[src/trq_pkg.sv]
// Types and constants shared by the timed release queue modules.
// Holds the item structs, the table entry struct and the sequencer state type.
package trq_pkg;

  localparam int KEY_W = 48;
  localparam int NOW_W = 47;
  localparam int ID_W  = 16;

  localparam logic [1:0] KIND_TICK   = 2'd0;
  localparam logic [1:0] KIND_INSERT = 2'd1;
  localparam logic [1:0] KIND_FINAL  = 2'd2;

  typedef struct packed {
    logic [1:0]       kind;
    logic [NOW_W-1:0] now_us;
    logic [KEY_W-1:0] release_time_us;
    logic [ID_W-1:0]  request_id;
  } in_t;

  typedef struct packed {
    logic            released;
    logic [ID_W-1:0] released_id;
    logic            finished;
    logic            overflow;
  } out_t;

  typedef struct packed {
    logic [KEY_W-1:0] key;
    logic [ID_W-1:0]  id;
    logic             marker;
  } entry_t;

  typedef enum logic [3:0] {
    ST_IDLE,
    ST_SCAN_RD,
    ST_SCAN_CMP,
    ST_SHIFT_RD,
    ST_SHIFT_WR,
    ST_PUT,
    ST_TICK_RD,
    ST_TICK_CMP,
    ST_FRONT_RD,
    ST_FRONT_CMP,
    ST_RESP
  } state_t;

endpackage

[src/trq_ram.sv]
// Entry store of the timed release queue: one write port, one registered read port.
// Depends on trq_pkg for the entry type.
module trq_ram #(
  parameter int DEPTH = 16,
  localparam int AW = $clog2(DEPTH)
) (
  input  logic                  clk,
  input  logic                  we,
  input  logic [AW-1:0]         waddr,
  input  trq_pkg::entry_t       wdata,
  input  logic [AW-1:0]         raddr,
  output trq_pkg::entry_t       rdata
);

  trq_pkg::entry_t mem [DEPTH];
  trq_pkg::entry_t rdata_r;

  always_ff @(posedge clk) begin
    if (we) begin
      mem[waddr] <= wdata;
    end
    rdata_r <= mem[raddr];
  end

  assign rdata = rdata_r;

endmodule

[src/timed_release_queue_top.sv]
// Timed release queue: requests kept in ascending release time, ring-buffered store.
// A tick releases the front entry if due, then checks the front for the final marker; an
// insert scans for its slot, bumping equal keys, shifts later entries up and writes itself.
// Dropped and ignored items and ticks on an empty table go straight to the result. One item
// at a time; the result register lets the next item in while a result waits.
// Synchronous active-low reset empties the table and clears the finished flag.
module timed_release_queue_top #(
  parameter int DEPTH = 16
) (
  input  logic          clk,
  input  logic          rst_n,
  input  logic          in_valid,
  output logic          in_stall,
  input  trq_pkg::in_t  in_data,
  output logic          out_valid,
  input  logic          out_stall,
  output trq_pkg::out_t out_data
);

  localparam int AW = $clog2(DEPTH);
  localparam int CW = $clog2(DEPTH + 1);
  localparam int SW = CW + 1;
  localparam logic [CW-1:0] DEPTH_C = CW'(DEPTH);
  localparam logic [AW-1:0] LAST_C  = AW'(DEPTH - 1);

  trq_pkg::state_t state_r, state_nxt;

  logic [AW-1:0]                head_r, head_nxt;
  logic [CW-1:0]                count_r, count_nxt;
  logic                         done_r, done_nxt;
  logic [trq_pkg::KEY_W-1:0]    key_r, key_nxt;
  logic [trq_pkg::ID_W-1:0]     id_r, id_nxt;
  logic                         mark_r, mark_nxt;
  logic [trq_pkg::NOW_W-1:0]    now_r, now_nxt;
  logic [CW-1:0]                idx_r, idx_nxt;
  logic [CW-1:0]                pos_r, pos_nxt;
  logic                         wrap_r, wrap_nxt;
  logic                         rel_r, rel_nxt;
  logic [trq_pkg::ID_W-1:0]     rel_id_r, rel_id_nxt;
  logic                         ovf_r, ovf_nxt;
  logic                         out_valid_r, out_valid_nxt;
  trq_pkg::out_t                out_r, out_nxt;

  logic                         in_acc;
  logic                         out_free;
  logic                         is_ins;
  logic [CW-1:0]                rd_log, wr_log;
  logic [AW-1:0]                rd_addr, wr_addr;
  logic                         ram_we;
  trq_pkg::entry_t              ram_wdata, rd_data;

  // logical slot to physical address in the ring
  function automatic logic [AW-1:0] phys(input logic [AW-1:0] h, input logic [CW-1:0] l);
    logic [SW-1:0] sum;
    sum = SW'(h) + SW'(l);
    if (sum >= SW'(DEPTH)) begin
      sum = sum - SW'(DEPTH);
    end
    return sum[AW-1:0];
  endfunction

  assign in_acc   = in_valid && !in_stall;
  assign in_stall = (state_r != trq_pkg::ST_IDLE);
  assign out_free = !out_valid_r || !out_stall;
  assign is_ins   = (in_data.kind == trq_pkg::KIND_INSERT) ||
                    (in_data.kind == trq_pkg::KIND_FINAL);
  assign out_valid = out_valid_r;
  assign out_data  = out_r;

  trq_ram #(.DEPTH(DEPTH)) u_ram (
    .clk   (clk),
    .we    (ram_we),
    .waddr (wr_addr),
    .wdata (ram_wdata),
    .raddr (rd_addr),
    .rdata (rd_data)
  );

  // store port controls
  always_comb begin
    rd_log    = '0;
    wr_log    = pos_r;
    ram_we    = 1'b0;
    ram_wdata = '{key: key_r, id: id_r, marker: mark_r};
    case (state_r)
      trq_pkg::ST_SCAN_RD:  rd_log = idx_r;
      trq_pkg::ST_SHIFT_RD: rd_log = idx_r - CW'(1);
      trq_pkg::ST_SHIFT_WR: begin
        wr_log    = idx_r;
        ram_we    = 1'b1;
        ram_wdata = rd_data;
      end
      trq_pkg::ST_PUT: begin
        wr_log = pos_r;
        ram_we = 1'b1;
      end
      default: rd_log = '0;
    endcase
    rd_addr = phys(head_r, rd_log);
    wr_addr = phys(head_r, wr_log);
  end

  // next state
  always_comb begin
    state_nxt = state_r;
    case (state_r)
      trq_pkg::ST_IDLE: begin
        if (in_acc) begin
          if (done_r) begin
            state_nxt = trq_pkg::ST_RESP;
          end else if (is_ins) begin
            state_nxt = (count_r == DEPTH_C) ? trq_pkg::ST_RESP : trq_pkg::ST_SCAN_RD;
          end else begin
            state_nxt = (count_r == '0) ? trq_pkg::ST_RESP : trq_pkg::ST_TICK_RD;
          end
        end
      end
      trq_pkg::ST_SCAN_RD: begin
        if (idx_r != count_r) begin
          state_nxt = trq_pkg::ST_SCAN_CMP;
        end else if (!wrap_r) begin
          state_nxt = trq_pkg::ST_SHIFT_RD;
        end
      end
      trq_pkg::ST_SCAN_CMP: begin
        if (rd_data.key > key_r && !wrap_r) begin
          state_nxt = trq_pkg::ST_SHIFT_RD;
        end else begin
          state_nxt = trq_pkg::ST_SCAN_RD;
        end
      end
      trq_pkg::ST_SHIFT_RD: begin
        state_nxt = (idx_r == pos_r) ? trq_pkg::ST_PUT : trq_pkg::ST_SHIFT_WR;
      end
      trq_pkg::ST_SHIFT_WR:  state_nxt = trq_pkg::ST_SHIFT_RD;
      trq_pkg::ST_PUT:       state_nxt = trq_pkg::ST_FRONT_RD;
      trq_pkg::ST_TICK_RD:   state_nxt = trq_pkg::ST_TICK_CMP;
      trq_pkg::ST_TICK_CMP:  state_nxt = trq_pkg::ST_FRONT_RD;
      trq_pkg::ST_FRONT_RD: begin
        state_nxt = (count_r == '0) ? trq_pkg::ST_RESP : trq_pkg::ST_FRONT_CMP;
      end
      trq_pkg::ST_FRONT_CMP: state_nxt = trq_pkg::ST_RESP;
      trq_pkg::ST_RESP: begin
        if (out_free) begin
          state_nxt = trq_pkg::ST_IDLE;
        end
      end
      default: state_nxt = trq_pkg::ST_IDLE;
    endcase
  end

  // datapath
  always_comb begin
    head_nxt      = head_r;
    count_nxt     = count_r;
    done_nxt      = done_r;
    key_nxt       = key_r;
    id_nxt        = id_r;
    mark_nxt      = mark_r;
    now_nxt       = now_r;
    idx_nxt       = idx_r;
    pos_nxt       = pos_r;
    wrap_nxt      = wrap_r;
    rel_nxt       = rel_r;
    rel_id_nxt    = rel_id_r;
    ovf_nxt       = ovf_r;
    out_nxt       = out_r;
    out_valid_nxt = out_valid_r;
    if (out_valid_r && !out_stall) begin
      out_valid_nxt = 1'b0;
    end
    case (state_r)
      trq_pkg::ST_IDLE: begin
        if (in_acc) begin
          rel_nxt    = 1'b0;
          rel_id_nxt = '0;
          ovf_nxt    = !done_r && is_ins && (count_r == DEPTH_C);
          now_nxt    = in_data.now_us;
          idx_nxt    = '0;
          wrap_nxt   = 1'b0;
          if (in_data.kind == trq_pkg::KIND_FINAL) begin
            key_nxt  = {in_data.now_us, 1'b0};
            id_nxt   = '0;
            mark_nxt = 1'b1;
          end else begin
            key_nxt  = in_data.release_time_us;
            id_nxt   = in_data.request_id;
            mark_nxt = 1'b0;
          end
        end
      end
      trq_pkg::ST_SCAN_RD: begin
        if (idx_r == count_r) begin
          if (wrap_r) begin
            // key wrapped past the top: scan again from the front
            idx_nxt  = '0;
            wrap_nxt = 1'b0;
          end else begin
            pos_nxt = idx_r;
            idx_nxt = count_r;
          end
        end
      end
      trq_pkg::ST_SCAN_CMP: begin
        if (rd_data.key == key_r) begin
          key_nxt = key_r + trq_pkg::KEY_W'(1);
          if (key_r == '1) begin
            wrap_nxt = 1'b1;
          end
          idx_nxt = idx_r + CW'(1);
        end else if (rd_data.key < key_r) begin
          idx_nxt = idx_r + CW'(1);
        end else if (wrap_r) begin
          idx_nxt = count_r;
        end else begin
          pos_nxt = idx_r;
          idx_nxt = count_r;
        end
      end
      trq_pkg::ST_SHIFT_WR: idx_nxt = idx_r - CW'(1);
      trq_pkg::ST_PUT:      count_nxt = count_r + CW'(1);
      trq_pkg::ST_TICK_CMP: begin
        if (!rd_data.marker && rd_data.key < {1'b0, now_r}) begin
          rel_nxt    = 1'b1;
          rel_id_nxt = rd_data.id;
          head_nxt   = (head_r == LAST_C) ? '0 : head_r + AW'(1);
          count_nxt  = count_r - CW'(1);
        end
      end
      trq_pkg::ST_FRONT_CMP: begin
        if (rd_data.marker) begin
          done_nxt = 1'b1;
        end
      end
      trq_pkg::ST_RESP: begin
        if (out_free) begin
          out_valid_nxt = 1'b1;
          out_nxt       = '{released: rel_r, released_id: rel_id_r,
                            finished: done_r, overflow: ovf_r};
        end
      end
      default: ;
    endcase
  end

  always_ff @(posedge clk) begin
    if (!rst_n) begin
      state_r     <= trq_pkg::ST_IDLE;
      head_r      <= '0;
      count_r     <= '0;
      done_r      <= 1'b0;
      out_valid_r <= 1'b0;
    end else begin
      state_r     <= state_nxt;
      head_r      <= head_nxt;
      count_r     <= count_nxt;
      done_r      <= done_nxt;
      out_valid_r <= out_valid_nxt;
    end
  end

  always_ff @(posedge clk) begin
    key_r    <= key_nxt;
    id_r     <= id_nxt;
    mark_r   <= mark_nxt;
    now_r    <= now_nxt;
    idx_r    <= idx_nxt;
    pos_r    <= pos_nxt;
    wrap_r   <= wrap_nxt;
    rel_r    <= rel_nxt;
    rel_id_r <= rel_id_nxt;
    ovf_r    <= ovf_nxt;
    out_r    <= out_nxt;
  end

endmodule
[config.mk]
export PLATFORM = sky130hd
export DESIGN_NAME = timed_release_queue_top
export DESIGN_NICKNAME = d
export VERILOG_FILES = /design/src/trq_pkg.sv /design/src/trq_ram.sv /design/src/timed_release_queue_top.sv
export SDC_FILE = /design/constraint.sdc
export NUM_CORES = 1
export LEC_CHECK = 0
export ABC_AREA = 1
export BUFFER_PORTS_ARGS = -buffer_cell sky130_fd_sc_hd__buf_4
export CAP_MARGIN = 25
export CORE_MARGIN = 4
export CORE_UTILIZATION = 40
export DETAILED_ROUTE_END_ITERATION = 16
export GPL_TIMING_DRIVEN = 0
export PLACE_DENSITY = 0.59
export REMOVE_ABC_BUFFERS = 1
export SYNTH_ARGS = -nofsm -noshare
export SYNTH_HDL_FRONTEND = slang
export SYNTH_SLANG_ARGS = --single-unit
[constraint.sdc]
create_clock -name clk -period 16.7 [get_ports clk]
set_input_delay 4.175 -clock clk [delete_from_list [all_inputs] [get_ports clk]]
set_output_delay 4.175 -clock clk [all_outputs]
set_load 0.005 [all_outputs]
[Yosys cells after proc, flatten, opt, wreduce, memory -nomap -nowiden]
Memories as Yosys holds them, arrays and structs flattened. A register that Yosys moved wholly into a read port is not among the register bits.
Index checks and enable logic that the tools add are counted.
Cells by class
  reduce and logical (&&, ||, !) cells: 36
  shift operators: 0
  div/mod/pow operators: 0
  muxes and demuxes: 52
  eq/ne operators: 28
  bitwise logic cells: 0
  multipliers: 0
  magnitude comparators: 5
  add/subtract/negate cells: 10
Operators by type and width (count)
  48-bit two-way mux: 3
  48-bit one-hot mux with 2 select lines: 1
  65-bit two-way mux: 1
  5-bit two-way mux: 11
  48-bit by 1-bit adder with 48-bit output (second input constant): 1
  48-bit equality test: 1
  48-bit equality test (second input constant): 1
  48-bit greater-than comparator: 1
  48-bit by 47-bit < comparator with 1-bit output: 1
  48-bit < comparator: 1
  4-bit two-way mux: 11
  4-bit one-hot mux with 10 select lines: 1
  16-bit two-way mux: 2
  16-bit one-hot mux with 2 select lines: 1
  5-bit one-hot mux with 2 select lines: 3
  5-bit one-hot mux with 4 select lines: 1
  4-bit by 3-bit equality test with 1-bit output (second input constant): 4
  4-bit equality test (second input constant): 4
  2-bit inequality test (second input constant): 8
  1-bit two-way mux: 13
  4-bit by 5-bit adder with 6-bit output: 2
  6-bit by 5-bit greater-or-equal comparator with 1-bit output (second input constant): 2
  3-bit AND reduction: 4
  5-bit by 1-bit adder with 5-bit output (second input constant): 2
  26 further kinds: 51
Storage, ports and cells
  bits in read-only memories: 0
  RAM bits: 1040
  bits in latches: 0
  flip-flop bits (word level): 175
  memories: 1
  input bits: 117
Memories
  u_ram.mem: depth 16, bits a word 65, rd ports 1, clocked after Yosys merged registers in 1, write ports 1, line trq_ram.sv:15  | trq_pkg::entry_t mem [DEPTH];

[Logic depth before layout (Yosys ltp)]
  depth after elaboration: 6
  gate-level depth with buffers: 17
  gate-level depth less buffers: 16

[By module]
A second synthesis with hierarchy kept.
Second synthesis, totals
  cells, all modules: 5861
  area, all modules: 58268.4 µm²
Modules (own cells, without submodules)
  trq_ram: area an instance 45932.8 µm², cells an instance 4276, times used 1
  timed_release_queue_top: area an instance 12335.6 µm², cells an instance 1585, times used 1

[Worst setup path before layout]
OpenSTA, ideal clock, no wires.
  kind: input-to-reg
  start: input port in_valid
  end: register id_r[0] (netlist bit) (enable)
  cell stages on the path: 2
  path buffers: 0
  data arrival time: 6.921 ns
  slack: 9.291 ns
  cells stage by stage: inv_1 -> nor2_1
On the way
  word-level cells in the longest chain between the ends: 2
Ends and longest elaborated chain
  from (decl): line timed_release_queue_top.sv:12  | input logic in_valid,
  1-bit logical AND: line timed_release_queue_top.sv:62  | assign in_acc = in_valid && !in_stall;
  2-bit AND reduction (no line)
  to (signal assigned): line timed_release_queue_top.sv:264  | id_r <= id_nxt;
  to (decl): line timed_release_queue_top.sv:32  | logic [trq_pkg::ID_W-1:0] id_r, id_nxt;
Every way passes these cells.
A chain may end at the register's enable or synchronous reset.

[Worst setup path after layout]
  start: register state_r[0]
  end: output port in_stall
On the way
  word-level cells in the longest chain between the ends: 1
Ends and longest elaborated chain
  from (decl): line timed_release_queue_top.sv:26  | trq_pkg::state_t state_r, state_nxt;
  from (signal assigned): line timed_release_queue_top.sv:248  | state_r <= trq_pkg::ST_IDLE;
  from (signal assigned): line timed_release_queue_top.sv:254  | state_r <= state_nxt;
  4-bit nonzero test: line timed_release_queue_top.sv:63  | assign in_stall = (state_r != trq_pkg::ST_IDLE);
  to (decl): line timed_release_queue_top.sv:13  | output logic in_stall,
Every way passes these cells.

==> flow_summary_export.csv <==
group,metric,value,unit
clock_network,cts_tree,"built",
grt,antenna_found_initial,1,
pwr,leakage,23.2,nW
layout,final_area,64600,um2
clock_network,cts_resized,0,
worst_setup_path,timing.critical_path.to_type,"output pin",
die,coreArea,136000,um2
worst_hold_path,hold_path_depth,0,
worst_hold_path,min_to,"out_data[17]",
logic_synthesis,synth_cell_types,48,
drt,viasPerCell,5.33,
layout,final_common_cell,"edfxtp_1",
drt,wl_per_cell,22.6,um
die,initial_utilization,40.4,%
logic_synthesis,synthCells,4469,
worst_setup_path,cp_cell_sequence,"nor2_1 -> inv_1 -> nor2_1 -> inv_1 -> buf_4",
layout,multi_input_area,14700,um2
worst_setup_path,worst_r2r_path_depth,18,
pwr,peakVddDrop,0.111,mV
drt,wl_met3,8660,um
worst_setup_path,worstSetupPathType,"register to output pin",
timing,period_share,38.2,%
layout,most-common-layout-cells,"edfxtp_1, nand2_1, o21ai_0",
placement,routabilityCongestion,0.860,
logic_synthesis,yosys_warnings,0,
die,dieArea,143000,um2
placement,place_area,60300,um2
timing,rsz0062_at_grt,"false",
drt,firstDrtPassIters,5,
die,die_h,378,um
clock_network,clk_latency,0.76,ns
clock_network,cts_setup_buffers,0,
die,die-width,378,um
grt,grt_pass1_wl,218000,um
logic_synthesis,yosysSeqAreaShare,68.6,%
drt,drt-met1-wl,66800,um
worst_setup_path,required,12.52,ns
grt,grt-ovfl-total,0,
grt,grt_usage,20.5,%
clock_network,postCtsHoldBufs,0,
clock_network,clock_tree.root_cell,"clkbuf_16",
layout,areaGrowthSynthToFinish,17.7,%
worst_hold_path,hold_path_class,"register to register",
timing,clock_skew,0.0250,ns
grt,grt_max_degree,121,
clock_network,cts.clk_slew.worst_paths,0.06,ns
drt,route.top_layer_used,"met4",
worst_setup_path,cp_slowest_cell,"dfxtp_1",
layout,regArea,37600,um2
layout,nFillCells,11700,
timing,relSlewSlack,27.3,%
worst_setup_path,r2r-end,"u_ram.mem[1][36]",
clock_network,htreeDepth,4,
outcome,outcome,"finished, final reports clean",
drt,drt_iter0_drc,3255,
placement,place_ws,10.53,ns
drt,wl,148000,um
clock_network,numCtsBuffers,133,
worst_setup_path,path_max_fanout,7,
pwr,p_per_area,159,nW/um2
clock_network,clock_sinks,1280,
layout,layout-drive-gt1-share,12.2,%
placement,port_buffers,137,
run,maxCapViolations,0,
drt,drc,0,
logic_synthesis,synth_ff_type,"edfxtp_1",
logic_synthesis,synth_edf_count,1200,
drt,detail-route-antenna-nets,0,
logic_synthesis,synth_area,54900,um2
timing,setup_viol,0,
timing,fmax,157,MHz
die,pin_count,138,
timing,tightestPinTransition,1.08,ns
worst_setup_path,worstReg2RegStart,"state_r[2]",
placement,dp_hpwl,97400,um
logic_synthesis,syn_area_per_cell,12.3,um2
clock_network,clockBufferDepth,3,
timing,post-route-min-period,6.38,ns
worst_setup_path,crit_path_max_incr_delay,0.49,ns
logic_synthesis,ys_ff_latch,1280,
worst_hold_path,min-delay-start,"rel_id_r[15]",
timing,setup_ws,10.32,ns
drt,num_vias,35000,
die,rows,135,
timing,maxSlewViolCount,0,
worst_setup_path,critical_path_arrival,2.20,ns
grt,grt_pass1_vias,33600,
logic_synthesis,async_flop_share,0,%
worst_setup_path,start_kind,"register",
worst_setup_path,rrSetupSlack,11.13,ns
timing,hold_viol,0,
layout,fin_nets,4904,
drt,wl_met2,69200,um
==> synthesized netlist by cell type, types with 10 or more instances <==
| library cell | number | area [um2] |
|---|---|---|
| a21oi_1 | 360 | 1800 |
| a21oi_2 | 30 | 263 |
| a31oi_1 | 75 | 469 |
| buf_1 | 16 | 60.1 |
| buf_2 | 39 | 195 |
| clkbuf_1 | 163 | 612 |
| dfxtp_1 | 80 | 1600 |
| edfxtp_1 | 1200 | 36000 |
| ha_1 | 108 | 1350 |
| inv_1 | 472 | 1770 |
| inv_2 | 10 | 37.5 |
| mux2i_1 | 260 | 2600 |
| nand2_1 | 646 | 2420 |
| nand3_1 | 56 | 280 |
| nand4_1 | 16 | 100 |
| nor2_1 | 150 | 563 |
| nor3_1 | 34 | 170 |
| nor4_1 | 16 | 100 |
| o211ai_1 | 132 | 991 |
| o21ai_0 | 490 | 2450 |
| xor2_1 | 50 | 438 |
==> power by group <==
group	leakage, nW	internal, mW	switching [mW]	total [mW]
Combinational	9.53	0.958	1.94	2.90
Sequential	11.6	4.21	0.204	4.41
Clock	2.13	1.71	1.22	2.94
Total	23.2	6.88	3.37	10.2
==> how the worst max path moves through the flow <==
stage                            start         endpoint  slack, ns  depth (start not counted)
after global routing        state_r[0]         in_stall      10.25                          5
after detailed placement  in_data[111]         key_r[4]      10.53                          8
after CTS                   state_r[0]         in_stall      10.29                          5
final                       state_r[0]         in_stall      10.32                          5
after global placement      state_r[3]  u_ram.rdata[21]     -19.78                         12
after floorplan             state_r[2]  u_ram.rdata[29]      -0.55                         10
==> final cells by class <==
cell class                      instances  area share (%)
Clock buffer                          182            5.85
Sequential cell                      1280            58.2
Antenna cell                            1         0.00387
Tap cell                             1781            3.45
Clock inverter                         61           0.858
Multi-Input combinational cell       2475            22.7
Timing Repair Buffer                  301            6.03
Inverter                              485            2.84
==> critical path: cells and delay by family (launching register included) <==
kind	cells	cell delay [ns]
buf+inv	3	0.77
flops	1	0.49
simple gates	2	0.20
==> stage by stage <==
| stage | hold WS, ns | std cells | total power, mW | TNS (ns) | util (%) |
|---|---|---|---|---|---|
| floorplan | 0.400 | 4240 | 6.55 | -33.91 | - |
| global placement | 0.402 | 6158 | 7.74 | -4503.51 | 42.1 |
| detailed placement | 0.405 | 6321 | 7.35 | 0 | 44.3 |
| CTS | 0.412 | 6564 | 10.3 | 0 | 47.5 |
| global route | 0.418 | 6565 | 10.8 | 0 | 47.5 |
| finish | 0.415 | 6566 | 10.2 | 0 | 47.5 |
==> layer usage <==
| metal | track usage, % | up-vias |
|---|---|---|
| met5 | 0 | - |
| met4 | 6.41 | 0 |
| met3 | 2.74 | 206 |
| met2 | 32.7 | 1148 |
| met1 | 29.2 | 17200 |
| li1 | - | 16400 |
==> sequential cells by signal, summed over array words and instances, names as in the netlist <==
| signal | cells |
|---|---|
| u_ram.mem | 1040 |
| rel_r | 1 |
| wrap_r | 1 |
| pos_r | 5 |
| mark_r | 1 |
| state_r | 4 |
| done_r | 1 |
| u_ram.rdata | 65 |
| now_r | 47 |
| count_r | 5 |
| out_valid | 1 |
| key_r | 48 |
| idx_r | 5 |
| out_data | 19 |
| rel_id_r | 16 |
| head_r | 4 |
| ovf_r | 1 |
| id_r | 16 |
==> cell families after synthesis <==
family	after synthesis	share of synthesized area [%]
fa+ha+maj	111	2.57
flops	1280	68.6
xor+xnor	58	0.939
compound gates	1107	11.2
simple gates	939	6.92
buf+inv	714	5.09
mux	260	4.74
(Power assumes the default switching activity.)
